==> src/rtl/bfh_pkg.sv <==
`timescale 1ns / 1ps
// Shared types and constants for the three-hash bloom filter.
// No dependencies.
package bfh_pkg;

    localparam logic [63:0] MOD_START  = 64'd63689;
    localparam logic [63:0] MOD_STEP   = 64'd378551;
    localparam logic [19:0] BITS_RESET = 20'd500000;
    localparam int          WORD_BITS  = 32;

    // one finished string handed from front to back
    typedef struct packed {
        logic [63:0] h1;
        logic [63:0] h2;
        logic [63:0] h3;
        logic        kind;
    } bfh_entry_t;

    typedef struct packed {
        logic full;
        logic empty;
    } bfh_qstat_t;

endpackage

==> src/rtl/bfh_queue.sv <==
`timescale 1ns / 1ps
// Two-entry queue between hash front end and filter back end.
// Depends on bfh_pkg.
module bfh_queue
    import bfh_pkg::*;
(
    input  logic       clk,
    input  logic       rst_n,
    input  logic       push,
    input  bfh_entry_t push_data,
    input  logic       pop,
    output bfh_entry_t pop_data,
    output bfh_qstat_t qstat
);

    bfh_entry_t mem_reg [2];
    logic       wp_reg, rp_reg;
    logic [1:0] cnt_reg;

    assign pop_data    = mem_reg[rp_reg];
    assign qstat.full  = (cnt_reg == 2'd2);
    assign qstat.empty = (cnt_reg == 2'd0);

    always_ff @(posedge clk or negedge rst_n)
    begin
        if (!rst_n)
        begin
            wp_reg  <= 1'b0;
            rp_reg  <= 1'b0;
            cnt_reg <= '0;
        end
        else
        begin
            if (push)
                wp_reg <= ~wp_reg;
            if (pop)
                rp_reg <= ~rp_reg;
            cnt_reg <= cnt_reg + {1'b0, push} - {1'b0, pop};
        end
    end

    always_ff @(posedge clk)
    begin
        if (push)
            mem_reg[wp_reg] <= push_data;
    end

endmodule

==> config.mk <==
export PLATFORM = sky130hd
export DESIGN_NAME = bfh_queue
export DESIGN_NICKNAME = d
export VERILOG_FILES = /design/src/rtl/bfh_pkg.sv /design/src/rtl/bfh_queue.sv
export SDC_FILE = /design/constraint.sdc
export NUM_CORES = 1
export LEC_CHECK = 0
export ABC_AREA = 1
export BUFFER_PORTS_ARGS = -buffer_cell sky130_fd_sc_hd__buf_2
export CORE_AREA = 2 2 164 166
export DETAILED_ROUTE_END_ITERATION = 8
export DIE_AREA = 0 0 166 168
export GPL_ROUTABILITY_DRIVEN = 0
export PLACE_DENSITY_LB_ADDON = 0.2
export SYNTH_ARGS = -nofsm -noshare
export SYNTH_HDL_FRONTEND = slang
export SYNTH_SLANG_ARGS = --single-unit
==> constraint.sdc <==
create_clock -name clk -period 13.5 [get_ports clk]
set_clock_uncertainty 0.15 [all_clocks]
set_input_delay 2.7 -clock clk [delete_from_list [all_inputs] [get_ports clk]]
set_output_delay 2.7 -clock clk [all_outputs]
set_load 0.02 [all_outputs]
== Yosys cells after proc, flatten, opt, wreduce, memory -nomap -nowiden ==
Memory sizes are Yosys's and may differ from the RTL's.
Cells that the tools add are included.
Word-level totals
  flip-flop bits (word level): 4
  word-level logic and storage cells: 12
  memories kept: 1
  RAM bits: 386
  output and inout port bits: 195
Operators by class
  reductions and logical operators: 1
  equal/unequal tests: 1
  $add $sub $neg: 2
  mux-type cells: 2
  bitwise logic cells: 2
Memories
  mem_reg: depth 2, bits a word 193, read ports 1, clocked after memory_dff 0, wr ports 1, line bfh_queue.sv:16  | bfh_entry_t mem_reg [2];
Operator list (count)
  2-bit by 1-bit adder with 2-bit output: 1
  2-bit equality test, second input constant: 1
  2-bit logical NOT: 1
  1-bit two-way mux: 2
  1-bit inverter: 2
  2-bit by 1-bit subtractor with 2-bit output: 1

== Depth between registers and ports, before layout ==
  depth after elaboration: 2
  gate-level depth with buffers: 7
  mapped depth without buffers: 7

== Least setup slack after synthesis ==
Ideal clock, no wire load.
  kind: input-to-reg
  start point: in push
  end point: mem mem_reg[0][0] (netlist bit), enable pin
  slack: 1.790 ns
  arrival time: 10.805 ns
  library setup time: 0.755 ns
  data required time: 12.595 ns
  stages on the path: 2
  cells stage by stage: inv_1 -> nor2_1
On the way
  word-level cells in the longest chain between the ends: 2
RTL lines
  start, declared: line bfh_queue.sv:9  | input logic push,
  1-bit two-way mux: line bfh_queue.sv:44  | if (push)
  1-bit two-way mux (implied by the code): line bfh_queue.sv:45  | mem_reg[wp_reg] <= push_data;
  end, declared: line bfh_queue.sv:16
Every way passes these cells.

==> impl_metrics.yaml <==
route:
  viasPerCell: 4.942
  vias: 8925
  drc: 0
  post_drt_wl_per_cell_um: 16.37
  drtIter0Drc: 853
  ant_nets: 0
  dr.pass1.iters: 7
  routed_wl_mm: 29.56
floorplan:
  coreArea_mm2: 0.02635
  rows: 60
  die_h_um: 168
  start_util: 0.5590
  ios: 392
  die_area_mm2: 0.02789
  die_w_um: 166
pwr:
  ir_drop_mv: 0.1756
  leakagePower_nw: 7.688
  power_density_mw_per_mm2: 224.0
global_route:
  antenna_found_initial: 10
  overflow: 0
  grt_pass1_vias: 8681
  grt_usage: 0.2082
  grt_pass1_wl_mm: 45.20
  grt_max_degree: 122
layout:
  largest_register_ffs: 386
  fin_nets: 1628
  fin_area_mm2: 0.01798
  syn_to_final_growth_pct: 22.05
  drive_gt1_frac: 0.3255
  layout_common_cells: "391 x buf_2, 386 x edfxtp_1, 199 x inv_1, 199 x nand2_1, 99 x o21ai_1"
  final_common_cell: "buf_2"
setup_path:
  r2r_slack_ns: 10.57
  worst-r2r-cell-count: 2
  crit_start: "rp_reg"
  crit_path_end: "pop_data[116]"
  cpPeakStageDelay_ns: 0.93
  worst_ep_required_time_ns: 10.65
  critical_path_arrival_ns: 3.68
  crit_top_cell: "buf_4"
  start_kind: "flip-flop"
  r2r_end: "mem_reg[0][121]"
  reg2reg_from: "wp_reg"
  critPathCaptureType: "primary output"
  slowest_stage: "buf_4"
  crit_chain: "buf_4, buf_4, nand2_1, o21ai_1, buf_2"
  cp_max_fo: 111
  worst-setup-path-type: "flip-flop to primary output"
sta:
  totalNegativeSetupSlack_ns: 0
  slew_viol_final: 0
  slew_headroom: 0.2077
  rsz0062_at_grt: "no"
  fin_crit_sh: 0.4837
  hold_violations: 0
  holdWs_ns: 0.3993
  setup_viol: 0
  fin_crit_ns: 6.530
  fmax_mhz: 153.1
  tightest_slew_ns: 1.188
clock_network:
  cts_hold_buf: 0
  cts_tree: "built"
  cts-root-buf: "clkbuf_16"
  cts.sinks: 390
  clk_pin_slew_ns: 0.06
  cts.htree.levels: 2
  cts.path.max_buffers: 3
  post-cts-setup-buffer-count: 0
  ctsResizeCount: 0
  cts_buffers: 40
  clkLatencyLatePin_ns: 0.50
placed_design:
  place_area_mm2: 0.01676
  io_buffers: 391
  hpwlAfterDp_mm: 19.96
logic_synthesis:
  syn_area_mm2: 0.01473
  ys_types: 15
  synth_area_per_cell_um2: 14.26
  synth_cells: 1033
  synth_warnings: 0
  yosysSeqAreaShare: 0.7937
  ys_ff_latch: 390
  synth_nets: 1232
run_status:
  status: "completed"
job:
  maxCapViolations: 0
min_path:
  hold_path_class: "flip-flop to flip-flop"
## synth_stat cells, drive strengths merged
master,number,area share
edfxtp,386,0.79
inv,200,0.051
nand2,199,0.051
o21ai,193,0.072
buf,39,0.027
clkbuf,4,0.0010
dfrtp,4,0.0068
nor2,3,0.00076
ha,2,0.0017
xor2,2,0.0012
nand3,1,0.00034
## area by class of cell
| class | count | area, um^2 |
|---|---|---|
| clock buffer | 55 | 1079 |
| multi-input combinational | 400 | 1877 |
| sequential | 390 | 11700 |
| fill | 1916 | 8373 |
| timing repair buffer | 397 | 2002 |
| clock inverter | 14 | 117.6 |
| tap | 341 | 426.7 |
| antenna | 9 | 22.52 |
| inverter | 200 | 758.2 |
## metrics by stage
step | power, mW | std cells | utilization | setup WS, ns
3_3_place_gp | 3.036 | 1728 | 0.6360 | 7.569
2_1_floorplan | 2.716 | 1033 | - | 1.790
5_1_grt | 4.234 | 1801 | 0.6818 | 6.628
4_1_cts | 4.070 | 1797 | 0.6814 | 6.969
3_5_place_dp | 3.061 | 1728 | 0.6360 | 7.517
6_report | 4.026 | 1806 | 0.6822 | 6.970
## where the power goes
| part | switching, mW | total (mW) | internal (mW) | leakage, nW |
|---|---|---|---|---|
| Clock | 0.411 | 1.01 | 0.595 | 0.577 |
| Combinational | 0.973 | 1.34 | 0.367 | 3.44 |
| Sequential | 0.0695 | 1.68 | 1.61 | 3.67 |
## critical path, delay by kind of cell, from the launching register on
kind / cells / cell delay, ns
compound gates: 1 / 0.18
simple gates: 1 / 0.10
flops: 1 / 0.69
buf+inv: 3 / 1.99
## worst min path at each step
stage / start / endpoint / slack [ns] / cells past startpoint
global route: wp_reg / wp_reg / 0.42 / 1
floorplan: wp_reg / wp_reg / 0.31 / 1
CTS: wp_reg / wp_reg / 0.40 / 1
global placement: wp_reg / wp_reg / 0.38 / 1
detailed placement: wp_reg / wp_reg / 0.39 / 1
finish: wp_reg / wp_reg / 0.40 / 1
## per-layer routing
| metal | share of wire | track usage | vias to the layer above | routed length, um |
|---|---|---|---|---|
| met5 | 0.0014 | 0 | - | 42 |
| met4 | 0.025 | 0.07183 | 8 | 746 |
| met3 | 0.10 | 0.07146 | 64 | 2967 |
| met2 | 0.50 | 0.3556 | 348 | 14750 |
| met1 | 0.37 | 0.2490 | 4182 | 11060 |
| li1 | - | - | 4323 | - |
## cells by family (layout without fill, tap and decap cells)
family                   after synthesis  in the layout  synth area share
AO/OA/AOI/OAI                        193            193           0.07221
XOR/XNOR                               2              2          0.001189
adder cells (fa/ha/maj)                2              2          0.001699
buffers and inverters                243            666           0.07934
flip-flops                           390            390            0.7937
other                                  0              9                 0
AND/OR/NAND/NOR                      203            203           0.05182
Power figures use the tool's default switching activity.
