<file path="src/rtl/bfh_pkg.sv">
`timescale 1ns / 1ps
// Shared types and constants for the three-hash bloom filter.
// No dependencies.
package bfh_pkg;

    localparam logic [63:0] MOD_START  = 64'd63689;
    localparam logic [63:0] MOD_STEP   = 64'd378551;
    localparam logic [19:0] BITS_RESET = 20'd500000;
    localparam int          WORD_BITS  = 32;

    // one finished string handed from front to back
    typedef struct packed {
        logic [63:0] h1;
        logic [63:0] h2;
        logic [63:0] h3;
        logic        kind;
    } bfh_entry_t;

    typedef struct packed {
        logic full;
        logic empty;
    } bfh_qstat_t;

endpackage

</file>
<file path="src/rtl/bfh_front.sv">
`timescale 1ns / 1ps
// Front end: takes string bytes, updates the three running hashes.
// h3 reduction uses a 64-step restoring divider. Depends on bfh_pkg.
module bfh_front
    import bfh_pkg::*;
(
    input  logic       clk,
    input  logic       rst_n,
    input  logic       en,
    input  logic       in_valid,
    output logic       in_ready,
    input  logic [7:0] char_byte,
    input  logic       char_valid,
    input  logic       last,
    input  logic       kind,
    input  bfh_qstat_t qstat,
    output logic       push,
    output bfh_entry_t push_data
);

    localparam logic [1:0] ST_IDLE = 2'd0;
    localparam logic [1:0] ST_DIV  = 2'd1;
    localparam logic [1:0] ST_FIN  = 2'd2;

    logic [1:0]  state_reg, state_next;
    logic [5:0]  cnt_reg, cnt_next;
    logic [63:0] h1_reg, h1_next;
    logic [63:0] h2_reg, h2_next;
    logic [63:0] h3_reg, h3_next;
    logic [63:0] m_reg, m_next;
    logic [63:0] dvd_reg, dvd_next;
    logic [63:0] rem_reg, rem_next;
    logic [63:0] acc_reg, acc_next;
    logic [63:0] c_reg, c_next;
    logic        last_reg, last_next;
    logic        kind_reg, kind_next;

    logic        accept;
    logic [63:0] c_in;
    logic [64:0] trial;

    assign in_ready = en && (state_reg == ST_IDLE) && !qstat.full;
    assign accept   = in_valid && in_ready;
    assign c_in     = {{56{char_byte[7]}}, char_byte};
    assign trial    = {rem_reg, dvd_reg[63]};

    always_comb
    begin
        state_next = state_reg;
        cnt_next   = cnt_reg;
        h1_next    = h1_reg;
        h2_next    = h2_reg;
        h3_next    = h3_reg;
        m_next     = m_reg;
        dvd_next   = dvd_reg;
        rem_next   = rem_reg;
        acc_next   = acc_reg;
        c_next     = c_reg;
        last_next  = last_reg;
        kind_next  = kind_reg;
        push       = 1'b0;
        push_data  = '{h1: h1_reg, h2: h2_reg, h3: h3_reg, kind: kind_reg};
        case (state_reg)
            ST_IDLE:
            begin
                if (accept)
                begin
                    if (char_valid)
                    begin
                        h1_next    = (h1_reg << 7) + (h1_reg << 1) + h1_reg + c_in;
                        h2_next    = (h2_reg << 16) - h2_reg + c_in;
                        c_next     = c_in;
                        dvd_next   = h3_reg;
                        rem_next   = '0;
                        acc_next   = '0;
                        cnt_next   = '0;
                        last_next  = last;
                        kind_next  = kind;
                        state_next = ST_DIV;
                    end
                    else if (last)
                    begin
                        push      = 1'b1;
                        push_data = '{h1: h1_reg, h2: h2_reg, h3: h3_reg, kind: kind};
                        h1_next   = '0;
                        h2_next   = '0;
                        h3_next   = '0;
                        m_next    = MOD_START;
                    end
                end
            end
            ST_DIV:
            begin
                if (trial >= {1'b0, m_reg})
                    rem_next = 64'(trial - {1'b0, m_reg});
                else
                    rem_next = trial[63:0];
                dvd_next = {dvd_reg[62:0], 1'b0};
                // modulus times the step constant, one partial product a cycle
                if (MOD_STEP[cnt_reg])
                    acc_next = acc_reg + (m_reg << cnt_reg);
                cnt_next = cnt_reg + 6'd1;
                if (cnt_reg == 6'd63)
                    state_next = ST_FIN;
            end
            ST_FIN:
            begin
                h3_next    = ((m_reg == '0) ? h3_reg : rem_reg) + c_reg;
                m_next     = acc_reg;
                state_next = ST_IDLE;
                if (last_reg)
                begin
                    push      = 1'b1;
                    push_data = '{h1: h1_reg, h2: h2_reg, h3: h3_next, kind: kind_reg};
                    h1_next   = '0;
                    h2_next   = '0;
                    h3_next   = '0;
                    m_next    = MOD_START;
                end
            end
            default:
                state_next = ST_IDLE;
        endcase
    end

    always_ff @(posedge clk or negedge rst_n)
    begin
        if (!rst_n)
        begin
            state_reg <= ST_IDLE;
            cnt_reg   <= '0;
            h1_reg    <= '0;
            h2_reg    <= '0;
            h3_reg    <= '0;
            m_reg     <= MOD_START;
            last_reg  <= 1'b0;
        end
        else
        begin
            state_reg <= state_next;
            cnt_reg   <= cnt_next;
            h1_reg    <= h1_next;
            h2_reg    <= h2_next;
            h3_reg    <= h3_next;
            m_reg     <= m_next;
            last_reg  <= last_next;
        end
    end

    always_ff @(posedge clk)
    begin
        dvd_reg  <= dvd_next;
        rem_reg  <= rem_next;
        acc_reg  <= acc_next;
        c_reg    <= c_next;
        kind_reg <= kind_next;
    end

    a_push_not_full: assert property (@(posedge clk) disable iff (!rst_n)
        push |-> !qstat.full) else $error("push into full queue");
    a_div_len: assert property (@(posedge clk) disable iff (!rst_n)
        (state_reg == ST_DIV && cnt_reg == 6'd63) |=> state_reg == ST_FIN)
        else $error("divider did not finish");
    a_rem_bound: assert property (@(posedge clk) disable iff (!rst_n)
        (state_reg == ST_FIN && m_reg != '0) |-> rem_reg < m_reg)
        else $error("remainder not below modulus");

endmodule

</file>
<file path="config.mk">
export PLATFORM = sky130hd
export DESIGN_NAME = bfh_front
export DESIGN_NICKNAME = d
export VERILOG_FILES = /design/src/rtl/bfh_pkg.sv /design/src/rtl/bfh_front.sv
export SDC_FILE = /design/constraint.sdc
export NUM_CORES = 2
export LEC_CHECK = 0
export ABC_AREA = 1
export BUFFER_PORTS_ARGS = -buffer_cell sky130_fd_sc_hd__buf_2
export CORE_MARGIN = 5
export CORE_UTILIZATION = 25
export CTS_BUF_LIST = sky130_fd_sc_hd__clkbuf_4 sky130_fd_sc_hd__clkbuf_8
export DETAILED_ROUTE_END_ITERATION = 12
export GPL_TIMING_DRIVEN = 0
export PLACE_DENSITY = 0.36
export SKIP_LAST_GASP = 1
export SYNTH_ARGS = -nofsm -noshare
export SYNTH_HDL_FRONTEND = slang
export SYNTH_SLANG_ARGS = --single-unit
</file>
<file path="constraint.sdc">
create_clock -name clk -period 11.75 [get_ports clk]
set_input_delay 1.175 -clock clk [delete_from_list [all_inputs] [get_ports clk]]
set_output_delay 1.175 -clock clk [all_outputs]
set_load 0.01 [all_outputs]
</file>
== Yosys cells after proc, flatten, opt, wreduce, memory -nomap -nowiden ==
Memory sizes are Yosys's and may differ from the RTL's.
Cells that the tools add are included.

* Register bits after elaboration: 466
* Latch bits: 0
* Memory bits (writable): 0
* Bits in read-only memories: 64
* Input bits: 17
* Output and inout bits: 195
* Logic and storage cells: 95
* Memories: 1

* Add/sub/neg operators: 9
* Multipliers: 0
* Div/mod/pow operators: 0
* Magnitude comparators: 2
* Equal/unequal tests: 11
* Shifts and indexed selects: 1
* Mux-type cells: 45
* Bitwise logic cells: 0
* Reduce and logical (&&, ||, !) cells: 14

{| class="wikitable"
|+ Memory list
! memory !! depth !! bits a word !! read ports !! clocked after memory_dff !! write ports !! RTL line !! RTL
|-
| (no name shown) || 64 || 1 || 1 || 0 || 0 || bfh_front.sv:100 || <nowiki>if (MOD_STEP[cnt_reg])</nowiki>
|}

{| class="wikitable"
|+ Operator list
! cell !! number
|-
| $mux W64 || 20
|-
| $pmux W64 S2 || 7
|-
| $add A64 B64 Y64 || 6
|-
| $pmux W65 S2 || 1
|-
| $sub A64 B64 Y64 || 2
|-
| $ge A65 B64 Y1 || 1
|-
| $mux W65 || 1
|-
| $logic_not A64 Y1 || 1
|-
| $shl A64 B6 Y64 || 1
|-
| $ne A2 B2 Y1 const B || 7
|-
| $mux W6 || 2
|-
| $pmux W6 S2 || 1
|-
| $reduce_and A4 Y1 || 3
|-
| $reduce_and A3 Y1 || 3
|-
| $mux W1 || 8
|-
| $lt A6 B7 Y1 const B || 1
|-
| $add A6 B1 Y6 const B || 1
|-
| $eq A6 B6 Y1 const B || 1
|-
| $mux W2 || 3
|-
| $pmux W2 S2 || 1
|-
| $reduce_bool A2 Y1 || 2
|-
| $logic_and A1 B1 Y1 || 3
|-
| $ne A3 B3 Y1 const B || 1
|-
| $eq A2 B1 Y1 const B || 1
|-
| 4 further kinds || 4
|}

== Logic depth before layout (Yosys ltp) ==
* Depth in word-level cells: 6
* Depth in mapped cells: 28
* Depth with buffers taken out: 27

== Worst setup path before layout ==
Ideal clock, no wire load.

* Kind: reg2reg
* From: reg cnt_reg[1]
* To: reg acc_reg[0], enable pin
* Library setup time: 0.661 ns
* Arrival time: 7.713 ns
* Data required time: 11.089 ns
* Path slack: 3.376 ns
* Cell stages (with the launch flop): 8
* Buffers on the path: 3
* Clock period less this slack: 8.374 ns
* Cell sequence: dfrtp_1 -> buf_2 -> buf_2 -> buf_2 -> nand2_1 -> o211ai_1 -> a21oi_1 -> o41ai_1

* Word-level cells in the longest chain between the ends: 4

{| class="wikitable"
|+ Ends and longest elaborated chain
! item !! RTL line !! RTL
|-
| from (decl) || bfh_front.sv:26 || <nowiki>logic [5:0] cnt_reg, cnt_next;</nowiki>
|-
| from (signal assigned) || bfh_front.sv:141 || <nowiki>cnt_reg <= cnt_next;</nowiki>
|-
| $mem_v2 Z64 W1 || -- ||
|-
| $mux W1 (not written as such) || bfh_front.sv:100 ||
|-
| $ne A2 B2 Y1 (no source line) || -- ||
|-
| $reduce_and A4 Y1 (no source line) || -- ||
|-
| to (signal assigned) || bfh_front.sv:154 || <nowiki>acc_reg <= acc_next;</nowiki>
|-
| to (decl) || bfh_front.sv:33 || <nowiki>logic [63:0] acc_reg, acc_next;</nowiki>
|}

No other way between the ends. The select of a mux whose other input is x is not followed.
A chain may end at the register's enable or synchronous reset.

==> flow_metrics.py <==
metrics = {
    "run_status": {
        "status": "complete, no violations",
    },
    "synthesis": {
        "yosysSeqAreaShare_pct": 24.17,
        "synth_compound_area_share_pct": 15.57,
        "synth_ff_type": "dfrtp_1",
        "ys_types": 62,
        "post_synth.cell_area_avg_sq_um": 6.320,
        "syn_inst": 8301,
        "yosys.area_share.xor_xnor_pct": 1.235,
        "synthSimpleGateAreaFrac_pct": 33.04,
        "yosysMostFrequentCell": "nand2_1",
        "synth_edf_count": 201,
        "yosys_warnings": 0,
        "syn_area_sq_mm": 0.05246,
        "synthTopCellsByArea": "nand2_1 (18%), dfrtp_1 (12%), edfxtp_1 (12%)",
        "async_flop_share_pct": 56.87,
        "ys_ff_latch": 466,
        "synth_top_cell_by_area": "nand2_1",
        "synthAdderAreaFrac_pct": 14.88,
        "synth_top_cell_area_share_pct": 17.53,
        "synth_mux_area_share_pct": 0.6010,
        "syn-num-nets": 8840,
        "synth.top_cells.by_count": "nand2_1 (2450), inv_1 (1217), nor2_1 (1026), o21ai_0 (688), a21oi_1 (547)",
        "synth_top_family_by_area": "simple AND/OR/NAND/NOR gates",
    },
    "sta": {
        "layout_setup_ws_ps": 3277,
        "grt_setup_unrepaired": "no",
        "slew_violations": 0,
        "final-setup-viol-count": 0,
        "tightestPinTransition_ps": 1445,
        "hold_viol": 0,
        "layout_min_cycle_time_ps": 8473,
        "maxSlewHeadroom_pct": 3.657,
        "post-route-period-util_pct": 72.11,
        "clock_skew_ps": 56.15,
        "max_freq_mhz": 118.0,
    },
    "routing": {
        "first_pass_iters": 6,
        "wl_mm": 284.9,
        "post_drt_wl_per_cell_um": 24.69,
        "drc": 0,
        "vias": 56620,
        "ant_nets": 0,
        "dr.first_iter.drc_count": 4461,
        "vias_per_cell": 4.906,
    },
    "worst_setup_path": {
        "worstSetupEndpointType": "output pin",
        "path_cells": "inv_1 -> nand4_1 -> nor2_1 -> nand2_1 -> nor2_1 -> nand2_1 -> clkbuf_1 -> buf_2 -> nand2_1 -> o21ai_0 -> ha_1 -> fa_1 -> nand3_1 -> nand2_1 -> nand2_1 -> nand2_1 -> nand3_1 -> nand3_1 -> xnor2_1 -> o21ai_0 -> buf_2",
        "crit_path_max_incr_delay_ps": 1000,
        "cp_num_buf_inv": 4,
        "cp.required_ps": 10580,
        "arrival_ps": 7300,
        "path_delay_family": "simple AND/OR/NAND/NOR gates",
        "crit_type": "flip-flop to output pin",
        "crit_path_start_kind": "flip-flop",
        "cp_max_fo": 10,
        "slowest_stage": "o21ai_0",
        "critPathMostFrequentCell": "nand2_1",
    },
    "clock_network": {
        "numCtsBuffers": 104,
        "htree_levels": 3,
        "cts_tree": "yes",
        "cts_max_path_buffers": 3,
        "clock_latency_ps": 910,
        "root_buffer": "clkbuf_8",
        "cts.clk_slew.worst_paths_ps": 70,
        "post_cts_buffers": 0,
        "cts-resized-gates": 0,
        "hold_buffers": 0,
        "clock-sinks": 466,
    },
    "global_route": {
        "grt_pass1_vias": 55840,
        "grt_start_max_net_pins": 107,
        "antenna_found_initial": 16,
        "grt_overflow": 0,
        "grt_pass1_wl_mm": 402.6,
        "grt_use_total_pct": 25.37,
    },
    "die": {
        "die_h_um": 468.1,
        "num_rows": 168,
        "coreArea_sq_mm": 0.2092,
        "die_area_sq_mm": 0.2191,
        "start_util_pct": 25.08,
        "die_w_um": 468.1,
        "pin_count": 212,
    },
    "power": {
        "p_leak_nw": 29.06,
        "powerDensity_mw_per_mm2": 213.9,
        "ir_drop_mv": 0.1259,
        "totalPowerFinal_w": 0.01280,
    },
    "layout": {
        "nFillCells": 23930,
        "fin_nets": 9177,
        "regArea_sq_mm": 0.01268,
        "multiInputGateArea_sq_mm": 0.03429,
        "syn2layout_area_growth_pct": 14.06,
        "final_area_sq_mm": 0.05984,
        "instances_no_fill": 11540,
        "fin_util_pct": 28.61,
        "drive_above_1_share_pct": 6.703,
    },
    "placed_design": {
        "pre_cts_slack_ps": 4135,
        "gp_congestion": 0.9591,
        "port_buffers": 210,
        "dp_hpwl_mm": 246.2,
        "post_dp_cell_area_sq_mm": 0.05740,
        "dp_cells": 11340,
    },
    "run": {
        "cap_violations": 0,
    },
    "hold_path": {
        "min_path_type": "input pin to async pin",
    },
}
==> cells by family (layout without fill, tap and decap cells) <==
group	count (synthesis)	count (layout)
AO/OA/AOI/OAI	1518	1518
XOR/XNOR	74	74
adder cells (fa/ha/maj)	522	522
buffers and inverters	1423	1849
flip-flops	466	466
multiplexers	30	30
other	0	8
AND/OR/NAND/NOR	4268	4268
==> final timing paths <==
kind / from / to / slack, ps / cells past startpoint
setup reg to reg: m_reg[1] / h3_reg[42] / 5930 / 24
hold / removal: rst_n / h2_reg[40] / 290 / 1
min in group clk: kind / kind_reg / 490 / 1
hold reg to reg: dvd_reg[20] / dvd_reg[21] / 520 / 2
setup / recovery: m_reg[1] / push_data[23] / 3280 / 21
max in group asynchronous: rst_n / h1_reg[18] / 10330 / 2
==> metal layers <==
metal / track usage [%] / part of all wire (%) / vias up
met4: 8.176 / 3.8 / 2
met2: 42.59 / 46 / 1563
met1: 33.67 / 45 / 27260
met3: 3.445 / 5.1 / 313
met5: 0 / 0.0049 / -
li1: - / - / 27480
==> placed cells by master, fill, tap and decap left out, types with 37 or more instances in the layout <==
cell	netlist	final
a21oi_1	547	547
buf_2	49	257
clkbuf_1	111	110
clkbuf_8	0	129
dfrtp_1	256	256
edfxtp_1	201	201
fa_1	170	170
ha_1	352	352
inv_1	1217	1215
nand2_1	2450	2450
nand3_1	521	521
nand4_1	67	67
nor2_1	1026	1024
nor2_2	35	37
nor3_1	85	85
o21ai_0	688	688
o21bai_1	91	91
o22ai_1	51	51
xor2_1	43	43
==> layout make-up <==
| class | instances | area share (%) |
|---|---|---|
| multi-input cells | 6412 | 57.30 |
| flip-flops and latches | 466 | 21.19 |
| inverters | 1231 | 7.755 |
| well taps | 2805 | 5.865 |
| clock buffers | 158 | 3.331 |
| repair buffers | 231 | 2.367 |
| plain buffers | 192 | 1.472 |
| clock inverters | 37 | 0.6879 |
| diodes | 8 | 0.03346 |
==> metrics by stage <==
step           TNS (ps)  hold slack (ps)
2_1_floorplan         0            461.7
3_3_place_gp    -255430            501.3
3_5_place_dp          0            502.3
4_1_cts               0            269.4
5_1_grt               0            324.0
6_report              0            292.7
==> power breakdown <==
group	internal (W)	switching [W]	total (W)
Clock	0.00124	0.000965	0.00221
Sequential	0.00197	0.000313	0.00228
Combinational	0.00245	0.00586	0.00831
Total	0.00566	0.00714	0.0128
No activity file was read; power rests on OpenSTA's default activity.
